<file path="config.mk">
export PLATFORM = sky130hd
export DESIGN_NAME = secure_element_frame_crc
export DESIGN_NICKNAME = d
export VERILOG_FILES = /design/src/rtl/sefcrc_pkg.sv /design/src/rtl/sefcrc_core.sv /design/src/rtl/sefcrc_out.sv /design/src/rtl/secure_element_frame_crc.sv
export SDC_FILE = /design/constraint.sdc
export NUM_CORES = 1
export LEC_CHECK = 0
export BUFFER_PORTS_ARGS = -buffer_cell sky130_fd_sc_hd__buf_2
export CORE_MARGIN = 4
export CORE_UTILIZATION = 46
export CTS_CLUSTER_DIAMETER = 100
export DETAILED_ROUTE_END_ITERATION = 10
export PLACE_DENSITY_LB_ADDON = 0.25
export SYNTH_ARGS = -nofsm -noshare
export SYNTH_HDL_FRONTEND = slang
export SYNTH_SLANG_ARGS = --single-unit
export TNS_END_PERCENT = 5
</file>
<file path="constraint.sdc">
create_clock -name clk -period 10.2 [get_ports clk]
set_input_delay 0.51 -clock clk [delete_from_list [all_inputs] [get_ports clk]]
set_output_delay 0.51 -clock clk [all_outputs]
set_load 0.1 [all_outputs]
</file>
<file path="src/rtl/sefcrc_pkg.sv">
package sefcrc_pkg;

  localparam logic OP_WRITE = 1'b0;
  localparam logic OP_READ  = 1'b1;

  localparam logic [15:0] CRC_POLY = 16'hA001;

  typedef struct packed {
    logic       op;
    logic [7:0] data_byte;
    logic       last;
  } in_t;

  typedef struct packed {
    logic [7:0]  out_byte;
    logic        out_last;
    logic [15:0] crc_value;
    logic [7:0]  frame_count;
    logic        truncated;
  } out_t;

  // Result descriptor handed from the frame core to the output stage.
  typedef struct packed {
    logic        vld;    // item produces at least one beat
    logic        three;  // write-mode close: byte, CRC low, CRC high
    logic        lst;    // out_last of a single-beat result
    logic [7:0]  byte_v;
    logic [15:0] crc;
    logic [7:0]  cnt;
    logic        trunc;
  } bnd_t;

endpackage

</file>
<file path="src/rtl/sefcrc_core.sv">
module sefcrc_core import sefcrc_pkg::*; #(
  parameter logic [7:0] Limit = 8'd255
) (
  input  logic clk,
  input  logic rst_n,
  input  logic in_fire,
  input  in_t  in_data,
  output bnd_t bnd
);

  logic [15:0] crc_r,  crc_nxt;
  logic [7:0]  idx_r,  idx_nxt;
  logic [7:0]  len_r,  len_nxt;
  logic [7:0]  dly0_r, dly0_nxt;
  logic [7:0]  dly1_r, dly1_nxt;

  // Reflected CRC-16, eight bits per byte.
  function automatic logic [15:0] crc_feed(input logic [15:0] c, input logic [7:0] b);
    logic [15:0] v;
    v = c ^ {8'h00, b};
    for (int k = 0; k < 8; k++) begin
      v = v[0] ? ((v >> 1) ^ CRC_POLY) : (v >> 1);
    end
    return v;
  endfunction

  function automatic logic [15:0] flip16(input logic [15:0] c);
    logic [15:0] v;
    for (int k = 0; k < 16; k++) begin
      v[k] = c[15-k];
    end
    return v;
  endfunction

  logic        act;
  logic [7:0]  used;

  always_comb begin
    crc_nxt  = crc_r;
    idx_nxt  = idx_r;
    len_nxt  = len_r;
    dly0_nxt = dly0_r;
    dly1_nxt = dly1_r;
    act      = idx_r < Limit;
    bnd      = '0;
    used     = '0;

    if (in_data.op == OP_WRITE) begin
      if (idx_r != 8'd0) crc_nxt = crc_feed(crc_r, in_data.data_byte);
      if (act) idx_nxt = idx_r + 8'd1;
      bnd.vld    = 1'b1;
      bnd.byte_v = in_data.data_byte;
      if (in_data.last) begin
        bnd.three = 1'b1;
        bnd.crc   = flip16(crc_nxt);
      end
    end else begin
      if (act) begin
        if (idx_r == 8'd0) len_nxt = in_data.data_byte;
        if (idx_r >= 8'd2 && idx_r < len_r) crc_nxt = crc_feed(crc_r, dly1_r);
        dly1_nxt = dly0_r;
        dly0_nxt = in_data.data_byte;
        idx_nxt  = idx_r + 8'd1;
      end
      used = (len_nxt <= idx_nxt) ? len_nxt : idx_nxt;
      if (in_data.last) begin
        bnd.vld   = 1'b1;
        bnd.lst   = 1'b1;
        bnd.crc   = flip16(crc_nxt);
        bnd.cnt   = used;
        bnd.trunc = len_nxt > idx_nxt;
      end
    end

    // frame closes: back to start-of-frame state
    if (in_data.last) begin
      crc_nxt  = '0;
      idx_nxt  = '0;
      len_nxt  = '0;
      dly0_nxt = '0;
      dly1_nxt = '0;
    end
  end

  always_ff @(posedge clk) begin
    if (!rst_n) begin
      crc_r  <= '0;
      idx_r  <= '0;
      len_r  <= '0;
      dly0_r <= '0;
      dly1_r <= '0;
    end else if (in_fire) begin
      crc_r  <= crc_nxt;
      idx_r  <= idx_nxt;
      len_r  <= len_nxt;
      dly0_r <= dly0_nxt;
      dly1_r <= dly1_nxt;
    end
  end

  a_idx_limit: assert property (@(posedge clk) disable iff (!rst_n)
    idx_r <= Limit)
    else $error("byte index past limit");

  a_close_clears: assert property (@(posedge clk) disable iff (!rst_n)
    (in_fire && in_data.last) |=> (idx_r == 8'd0 && crc_r == 16'd0))
    else $error("frame state not cleared after last beat");

  a_frame_start_clear: assert property (@(posedge clk) disable iff (!rst_n)
    (idx_r == 8'd0) |-> (crc_r == 16'd0 && len_r == 8'd0))
    else $error("stale frame state at start of frame");

endmodule

</file>
<file path="src/rtl/sefcrc_out.sv">
module sefcrc_out import sefcrc_pkg::*; (
  input  logic clk,
  input  logic rst_n,
  input  logic in_fire,
  input  bnd_t bnd,
  output logic in_ready,
  output logic out_valid,
  input  logic out_ready,
  output out_t out_data
);

  bnd_t       bnd_r;
  logic       pend_r, pend_nxt;
  logic [1:0] ph_r,   ph_nxt;
  logic       out_fire;
  logic       fin_beat;

  assign out_fire = out_valid && out_ready;
  assign fin_beat = !bnd_r.three || ph_r == 2'd2;
  assign out_valid = pend_r;
  assign in_ready  = !pend_r || (out_ready && fin_beat);

  always_comb begin
    pend_nxt = pend_r;
    ph_nxt   = ph_r;
    if (out_fire) begin
      if (fin_beat) begin
        pend_nxt = 1'b0;
        ph_nxt   = 2'd0;
      end else begin
        ph_nxt = ph_r + 2'd1;
      end
    end
    if (in_fire && bnd.vld) begin
      pend_nxt = 1'b1;
      ph_nxt   = 2'd0;
    end
  end

  always_comb begin
    out_data.crc_value   = bnd_r.crc;
    out_data.frame_count = bnd_r.cnt;
    out_data.truncated   = bnd_r.trunc;
    case (ph_r)
      2'd0: begin
        out_data.out_byte = bnd_r.byte_v;
        out_data.out_last = bnd_r.three ? 1'b0 : bnd_r.lst;
      end
      2'd1: begin
        out_data.out_byte = bnd_r.crc[7:0];
        out_data.out_last = 1'b0;
      end
      default: begin
        out_data.out_byte = bnd_r.crc[15:8];
        out_data.out_last = 1'b1;
      end
    endcase
  end

  always_ff @(posedge clk) begin
    if (!rst_n) begin
      pend_r <= 1'b0;
      ph_r   <= 2'd0;
    end else begin
      pend_r <= pend_nxt;
      ph_r   <= ph_nxt;
    end
  end

  always_ff @(posedge clk) begin
    if (in_fire && bnd.vld) bnd_r <= bnd;
  end

  a_single_phase: assert property (@(posedge clk) disable iff (!rst_n)
    (pend_r && !bnd_r.three) |-> ph_r == 2'd0)
    else $error("single-beat result left phase zero");

  a_phase_range: assert property (@(posedge clk) disable iff (!rst_n)
    ph_r != 2'd3)
    else $error("beat phase out of range");

  a_idle_ready: assert property (@(posedge clk) disable iff (!rst_n)
    !pend_r |-> in_ready)
    else $error("empty output stage not taking input");

  a_three_done: assert property (@(posedge clk) disable iff (!rst_n)
    (out_fire && ph_r == 2'd2 && !in_fire) |=> !pend_r)
    else $error("CRC close beat not retired");

endmodule

</file>
<file path="src/rtl/secure_element_frame_crc.sv">
// Output: a result beat is registered and presented in the cycle after its input beat is accepted.
// Throughput: one input beat per cycle while the output accepts; a write-mode last beat emits three
//   output beats and holds input until the last of them is taken (output sequencer).
// Read-mode non-last beats produce no output; like any input beat they wait
//   only while an earlier result beat is still pending on the output.
// Reset: rst_n synchronous active low; clears frame state and the output stage.
module secure_element_frame_crc import sefcrc_pkg::*; #(
  parameter int MAX_FRAME = 256
) (
  input  logic clk,
  input  logic rst_n,
  input  logic in_valid,
  output logic in_ready,
  input  in_t  in_data,
  output logic out_valid,
  input  logic out_ready,
  output out_t out_data
);

  // Byte counter saturates one below the frame capacity.
  localparam logic [7:0] Limit = 8'(MAX_FRAME - 1);

  logic in_fire;
  bnd_t bnd;

  // A beat is taken whenever the output stage has room or is retiring
  // its final pending beat in this same cycle.
  assign in_fire = in_valid && in_ready;

  // Frame state and CRC update; builds the result descriptor combinationally.
  sefcrc_core #(
    .Limit(Limit)
  ) u_core (
    .clk     (clk),
    .rst_n   (rst_n),
    .in_fire (in_fire),
    .in_data (in_data),
    .bnd     (bnd)
  );

  // Result register plus beat sequencer for the appended CRC bytes.
  sefcrc_out u_out (
    .clk       (clk),
    .rst_n     (rst_n),
    .in_fire   (in_fire),
    .bnd       (bnd),
    .in_ready  (in_ready),
    .out_valid (out_valid),
    .out_ready (out_ready),
    .out_data  (out_data)
  );

endmodule

</file>
# [Yosys cells after proc, flatten, opt, wreduce, memory -nomap -nowiden]
# Cells that the tools add are included.
# Widths: inputs -> output; s select.
[word_totals] mem_bits_rw=0 output_inout_bits=36 latchBits=0 mem_count=0 input_bits=14 word_cells=110 romBits=0 ff_bits=86
[op_classes] div=0 order_cmp=5 n_addsub=2 n_bitwise=19 multipliers=0 eq_ne=2 muxes=48 reduce_logical=21 shifts=0
[ops] op="$mux 16" count=23
[ops] op="$mux 8" count=16
[ops] op="$not 2->3" count=16
[ops] op="$xor 16x8->16" count=2
[ops] op="$mux 25" count=1
[ops] op="$pmux 9 s2" count=1
[ops] op="$add 8x1->8 const B" count=1
[ops] op="$ge 8x2->1 const B" count=1
[ops] op="$gt 8x8->1" count=1
[ops] op="$le 8x8->1" count=1
[ops] op="$logic_not 8->1" count=1
[ops] op="$lt 8x8->1" count=1
[ops] op="$lt 8x8->1 const B" count=1
[ops] op="$reduce_bool 2->1" count=4
[ops] op="$reduce_bool 8->1" count=1
[ops] op="$mux 1" count=6
[ops] op="$reduce_and 2->1" count=3
[ops] op="$logic_and 1x1->1" count=5
[ops] op="$reduce_and 3->1" count=1
[ops] op="$add 2x1->2 const B" count=1
[ops] op="$eq 2x1->1 const B" count=1
[ops] op="$eq 2x2->1 const B" count=1
[ops] op="$logic_not 1->1" count=2
[ops] op="$logic_not 2->1" count=1
[ops] op="other kinds (4)" count=5

# [Logic depth before layout (Yosys ltp)]
# Gate-level depths: netlist (run 1).
[depth] word_depth=21 ltp_mapped=17 mapped_depth_nobuf=15

# [Hierarchy]
# Synthesis (run 1) repeated with hierarchy kept, for this count alone.
[hier_totals] hier_cells=554 area_unflattened_um2=5163.7
[by_module_without_submodules] module="sefcrc_core" n_inst=1 cells_each=450 area_per_inst_um2=3549.7 seq_area_each_um2=960.9
[by_module_without_submodules] module="sefcrc_out" n_inst=1 cells_each=103 area_per_inst_um2=1607.8 seq_area_each_um2=1111.1
[by_module_without_submodules] module="secure_element_frame_crc" n_inst=1 cells_each=1 area_per_inst_um2=6.3 seq_area_each_um2=0.0

# [Worst setup path before layout (run 1)]
# OpenSTA, ideal clock, no wires.
[synth_timing] path_kind="reg-to-reg" startpoint="reg u_out.pend_r, in the netlist u_out.out_valid" endpoint="reg u_core.dly0_r[4]" arrival_ns=3.577 synth_period_minus_slack_ns=3.642 setup_ns=0.065 slack_ns=6.558 n_path_buf=2 stages_incl_launch_ff=9 required_ns=10.135 path_cell_list="dfxtp_1 -> o21ai_1 -> and2_0 -> o21ai_1 -> or2_1 -> clkbuf_1 -> clkbuf_1 -> a22oi_1 -> nor2b_1"
[synth_via] elab_chain_cells=4
[synth_rtl] item="start: declaration" line_no="sefcrc_out.sv:13" text="logic pend_r, pend_nxt;"
[synth_rtl] item="start signal: assignment" line_no="sefcrc_out.sv:65" text="pend_r <= pend_nxt;"
[synth_rtl] item="$logic_not 1->1" line_no="sefcrc_out.sv:21" text="assign in_ready = !pend_r || (out_ready && fin_beat);"
[synth_rtl] item="$logic_or 1x1->1" line_no="sefcrc_out.sv:21"
[synth_rtl] item="via in_ready" line_no="secure_element_frame_crc.sv:13" text="output logic in_ready,"
[synth_rtl] item="$logic_and 1x1->1" line_no="secure_element_frame_crc.sv:28" text="assign in_fire = in_valid && in_ready;"
[synth_rtl] item="$reduce_and 3->1 (no line)"
[synth_rtl] item="end signal: assignment" line_no="sefcrc_core.sv:96" text="dly0_r <= dly0_nxt;"
[synth_rtl] item="end: declaration" line_no="sefcrc_core.sv:14" text="logic [7:0] dly0_r, dly0_nxt;"
# The timed path passes the listed nets, and every way through them passes these cells.
# A chain may end at the register's enable or synchronous reset.

# [Worst setup path after layout (run 1)]
[layout_timing] startpoint="reg u_core.idx_r[7]" endpoint="reg u_out.bnd_r, in the netlist u_out.out_data[6], data pin"
[layout_via] elab_chain_cells=6 elab_cells_between_ends=10 cone_classes="add/sub (1); order compare (2); mux (6); reduce/logical (1)"
[layout_rtl] item="start: declaration" line_no="sefcrc_core.sv:12" text="logic [7:0] idx_r, idx_nxt;"
[layout_rtl] item="start signal: assignment" line_no="sefcrc_core.sv:94" text="idx_r <= idx_nxt;"
[layout_rtl] item="parallel branches: the longest is 5 deep, another holds $add 8x1->8"
[layout_rtl] item="$mux 8 (*)" line_no="sefcrc_core.sv:65" text="used = (len_nxt <= idx_nxt) ? len_nxt : idx_nxt;"
[layout_rtl] item="end signal: assignment" line_no="sefcrc_out.sv:71" text="if (in_fire && bnd.vld) bnd_r <= bnd;"
[layout_rtl] item="end: declaration" line_no="sefcrc_out.sv:12" text="bnd_t bnd_r;"
# Mark *: on every way between the ends. The select of a mux whose other input is x is not followed.

==> flow_summary.yaml, run 1 <==
run_status:
  status: "completed"
yosys:
  ys_seq_area_frac: 0.394
  yosys.area.top_type: "edfxtp_1"
  synth-seq-cells: 86
  synth_edf_count: 35
  synthFlopType: "dfxtp_1"
  ys_top_cells_by_area: "edfxtp_1 (20%), dfxtp_1 (19%), xnor2_1 (5.2%)"
  syn-instance-count: 568
  synth_cell_type_count: 58
  ys_warn_count: 0
  synthArstFlopShare: 0
  synthesis.area_um2: 5260
  syn_area_per_cell_um2: 9.26
  syn_nets: 602
  yosysTopAreaCellShare: 0.200
timing:
  slew_viol_final: 0
  rsz0062_at_grt: "no"
  timing.final.crit_share: 0.380
  finalSetupViolCount: 0
  finalClockSkew_ps: 10.4
  post-route-min-period_ps: 3880
  fmax_mhz: 258
  finalHoldViolations: 0
  tightestPinTransition_ps: 873
  slew_headroom: 0.416
  tns_ps: 0
floorplanning:
  die_area_um2: 13200
  pin_count: 50
  core_um2: 11000
  die_h_um: 115
  fp-row-count: 38
  start_util: 0.477
  die_x_um: 115
global_route:
  antenna_found_initial: 0
  grtUsageTotal: 0.185
  grt_pass1_wl_um: 19300
  grt_overflow: 0
  grt_pass1_vias: 3736
  grt_max_degree: 53
finish:
  area_growth_pct: 7.73
  fillCellCount: 1031
  finalNetCount: 610
  drive_gt1_frac: 0.138
  mostFrequentLayoutCells: "nand2_1 (56), dfxtp_1 (51), buf_2 (49), nor2_1 (46), edfxtp_1 (35)"
  antennaDiodeCount: 0
  utilization: 0.514
  final_common_cell: "nand2_1"
clock_network:
  insertion_delay_ps: 340
  cts_buffers: 9
  cts_max_path_buffers: 2
  clk_pin_slew_worst_paths_ps: 60
  ctsHoldBuffers: 0
  ctsHtreeMaxLevel: 3
  cts_resized: 0
  cts_sinks: 86
  cts_tree: "built"
  cts_setup_buffers: 0
  cts_root_buf: "clkbuf_16"
detailed_routing:
  via_count: 3974
  wl_um: 11800
  drc: 0
  drtPass1Iterations: 6
  dr.first_iter.drc_count: 321
  ant_nets: 0
  avgViaCountPerCell: 5.51
  avgRoutedWirePerCell_um: 16.4
critical_path:
  endpoint_kind: "register"
  r2r-start: "u_core.idx_r[7]"
  critPathKind: "register to register"
  worstPathRequired_ps: 10390
  critPathLaunch: "u_core.idx_r[7]"
  critPathMaxFanout: 18
  start_kind: "register"
  crit_arrival_ps: 4070
placed_design:
  hpwl_um: 8660
  port_buffers: 49
  routabilityCongestion: 0.890
run:
  maxCapViolCount: 0
power:
  peakVddDrop_mv: 0.0938
  p_per_area_nw_per_um2: 159
  leakage_uw: 0.00222
min_path:
  hp-class: "register to register"
  hp-start: "u_out.ph_r[1]"
-- stage by stage --
stage | area [um2] | hold WS [ps] | power (uW) | cells | setup slack, ps
floorplan | 5260 | 446 | 555 | 568 | 6560
detailed placement | 5370 | 468 | 581 | 705 | 6360
finish | 5670 | 480 | 902 | 721 | 6320
CTS | 5670 | 477 | 910 | 721 | 6330
global placement | 5370 | 462 | 578 | 705 | 6550
global route | 5670 | 486 | 939 | 721 | 6020
-- critical path: stages, from the launching register on --
cell      delay (ps)
dfxtp_1          420
nor4_4           340
and3_1           720
mux2i_1          370
inv_1             90
ha_1             330
a21oi_1          140
nor2b_1           60
o21ai_0          160
nand2b_1         120
or2_2            320
o221ai_2         220
mux2_4           350
nor2_1            90
-- Yosys cell counts, types with 3 or more instances --
cell	count
mux2_4	3
clkbuf_1	20
ha_1	20
nand2b_1	8
nand2_1	56
mux2i_1	17
o21ai_1	14
a211o_1	7
a211oi_1	15
a21oi_1	23
edfxtp_1	35
and3_1	3
xnor2_1	31
a21boi_1	13
xor2_1	19
a22oi_1	23
inv_1	20
nand3_1	10
buf_4	28
nor2_1	46
nand4_1	4
o21ai_0	15
and2_1	15
dfxtp_1	51
nor2b_1	31
-- layout make-up --
type                            instances  area, um2  share of cell area
Multi-Input combinational cell        407       2790               0.491
Tap cell                              140        175              0.0309
Clock inverter                          7       73.8              0.0130
Clock buffer                            9        225              0.0397
Inverter                               22       82.6              0.0146
Timing Repair Buffer                   50        253              0.0446
Sequential cell                        86       2070               0.366
-- per-layer routing --
layer / share of wire / wire, um / global-route usage / vias up
li1: - / - / - / 1970
met2: 0.44 / 5220 / 0.279 / 120
met3: 0.057 / 672 / 0.0242 / 13
met5: 0 / 0 / 0 / -
met4: 0.017 / 199 / 0.0689 / 0
met1: 0.48 / 5730 / 0.271 / 1871
-- sequential cells by signal, indices dropped and copies added (netlist names) --
signal	cells
u_core.idx_r	8
u_core.len_r	8
u_out.out_valid	1
u_out.out_data	25
u_out.bnd_r	10
u_out.ph_r	2
u_core.crc_r	16
u_core.dly0_r	8
u_core.dly1_r	8
-- logic make-up (layout without fill, tap and decap cells) --
| kind of cell | Yosys count | in the layout | share of synthesized area |
|---|---|---|---|
| compound gates | 125 | 125 | 0.160 |
| xor+xnor | 53 | 53 | 0.0963 |
| fa+ha+maj | 21 | 21 | 0.0497 |
| buf+inv | 75 | 88 | 0.0766 |
| flops | 86 | 86 | 0.394 |
| mux | 21 | 21 | 0.0431 |
| simple gates | 187 | 187 | 0.180 |
-- power breakdown --
group | internal [uW] | switching, uW
registers | 373 | 7.60
logic | 50.4 | 143
clock network | 190 | 138
-- path summary, 6_finish.rpt --
check | to | slack, ps | cells past startpoint
min reg2reg | u_out.ph_r[1] | 480 | 2
min | u_out.ph_r[1] | 480 | 2
max | u_out.out_data[6] | 6320 | 13
max reg2reg | u_out.out_data[6] | 6320 | 13
(Power assumes the default switching activity.)
==> run 2, diff against run 1 <==
==> constraint.sdc (replaced) <==
create_clock -name clk -period 3.6 [get_ports clk]
set_input_delay 0.18 -clock clk [delete_from_list [all_inputs] [get_ports clk]]
set_output_delay 0.18 -clock clk [all_outputs]
set_load 0.1 [all_outputs]
==> flow_summary.yaml, run 2 (same netlist as run 1, synthesis figures left out) <==
placed_design:
  hpwl_um: 8900
  port_buffers: 49
  routabilityCongestion: 0.979
  post_dp_cell_area_um2: 5480
detailed_routing:
  drc: 0
  ant_nets: 0
  wl_um: 12100
  drtPass1Iterations: 5
  avgViaCountPerCell: 5.55
  via_count: 4078
  dr.first_iter.drc_count: 412
  avgRoutedWirePerCell_um: 16.4
critical_path:
  cp_num_buf_inv: 0
  r2r_setup_slack_ps: 200
  path_cells: "ha_2 > nand2_1 > nor2_1 > nor2_1 > nand3_1 > xor2_1 > ha_1 > a21oi_1 > nor2b_1 > o21ai_0 > nand2b_1 > or2_2 > o221ai_4 > mux2_4 > nor2_1"
  critPathMaxFanout: 12
  cp_slowest_cell: "dfxtp_1"
  start_kind: "register"
  r2r_end: "u_out.out_data[6]"
  critPathKind: "register to register"
  worst_path_most_repeated_cell: "nor2_1"
  slowest_delay_ps: 420
  crit_arrival_ps: 3600
  r2r-start: "u_core.idx_r[0]"
  crit_family: "simple AND/OR/NAND/NOR gates"
  crit_cells: 15
  endpoint_kind: "register"
  worstPathRequired_ps: 3800
  reg2reg_depth: 15
timing:
  tightestPinTransition_ps: 760
  slew_headroom: 0.493
  slew_viol_final: 0
  finalClockSkew_ps: 7.10
  hold_ws_ps: 166
  fmax_mhz: 294
  finalSetupViolCount: 0
  timing.final.crit_share: 0.944
  finalHoldViolations: 0
  post-route-min-period_ps: 3400
clock_network:
  ctsHoldBuffers: 0
  clk_pin_slew_worst_paths_ps: 60
  cts_tree: "built"
  cts_max_path_buffers: 2
  cts_buffers: 9
  insertion_delay_ps: 340
  ctsHtreeMaxLevel: 3
  cts_setup_buffers: 0
  cts_root_buf: "clkbuf_16"
  cts_sinks: 86
min_path:
  hp-start: "out_ready"
  holdPathEnd: "u_out.ph_r[1]"
  hp-class: "input pin to register"
  min_path_cells: 3
finish:
  drive_gt1_frac: 0.165
  utilization: 0.525
  design_area_um2: 5790
  largest_reg_flops: 25
  final_common_cell: "nand2_1"
  area_growth_pct: 9.99
  finalNetCount: 624
  antennaDiodeCount: 0
  mostFrequentLayoutCells: "nand2_1 (56), buf_2 (49), dfxtp_1 (48), nor2_1 (46), edfxtp_1 (35)"
run_status:
  status: "completed"
global_route:
  grt_pass1_wl_um: 19700
  antenna_found_initial: 0
  grt_overflow: 0
  grt_max_degree: 53
  grtUsageTotal: 0.189
  grt_pass1_vias: 3823
power:
  p_per_area_nw_per_um2: 441
  peakVddDrop_mv: 0.280
  leakage_uw: 0.00229
floorplanning:
  die_area_um2: 13200
  pin_count: 50
  die_h_um: 115
  fp-row-count: 38
  start_util: 0.477
  core_um2: 11000
  die_x_um: 115
run:
  maxCapViolCount: 0
==> run 2: cell types whose count changed in the layout (fill, tap and decap cells not counted), sizes merged <==
cell	change
clkinvlp	-1
clkbuf	+1
buf	+14
clkinv	+1
inv	-1
==> run 2: how the worst max path moves through the flow <==
stage	startpoint	end	slack, ps
6_report	u_core.idx_r[0]	u_out.out_data[6]	200
5_1_grt	u_core.idx_r[0]	u_out.out_data[5]	-40
4_1_cts	u_core.idx_r[1]	u_out.out_data[6]	110
3_5_place_dp	u_core.idx_r[1]	u_out.out_data[6]	170
3_3_place_gp	u_core.idx_r[1]	u_out.out_data[6]	260
2_1_floorplan	u_core.idx_r[7]	u_out.out_data[4]	90
==> run 2: layout make-up <==
class / instances / area [um2]
clock buffer: 10 / 229
clock inverter: 6 / 62.6
fill: 1034 / 5250
inverter: 22 / 82.6
multi-input combinational: 407 / 2800
sequential: 86 / 2080
tap: 140 / 175
timing repair buffer: 64 / 358
==> run 2: per-layer routing <==
metal / vias up / GRT usage / part of all wire
met3: 19 / 0.0416 / 0.058
met4: 0 / 0.0571 / 0.020
met2: 123 / 0.282 / 0.43
li1: 1992 / - / -
met5: - / 0 / 0
met1: 1944 / 0.275 / 0.49
==> run 2: timing repair <==
action	4_1_cts	5_1_grt
resized for setup	0	5
hold endpoints to repair	0	0
setup endpoints to repair	0	7
==> run 2: per-stage QoR <==
step	setup slack [ps]	setup TNS (ps)	instances	power, uW
floorplan	87.4	0	568	1570
finish	201	0	735	2550
CTS	110	0	735	2570
global placement	263	0	719	1650
global route	-44.5	-88.8	735	2660
detailed placement	167	0	719	1660
==> run 2: power by group <==
part	internal, uW	switching (uW)
clock network	536	371
logic	156	410
registers	1060	21.5
total	1750	803
==> run 2: worst register-to-register path: cells and delay by family (launching register included) <==
family	cells	cell delay (ps)
adder cells (fa/ha/maj)	2	580
multiplexers	1	340
AND/OR/NAND/NOR	8	1250
flip-flops	1	420
XOR/XNOR	1	240
AO/OA/AOI/OAI	3	440
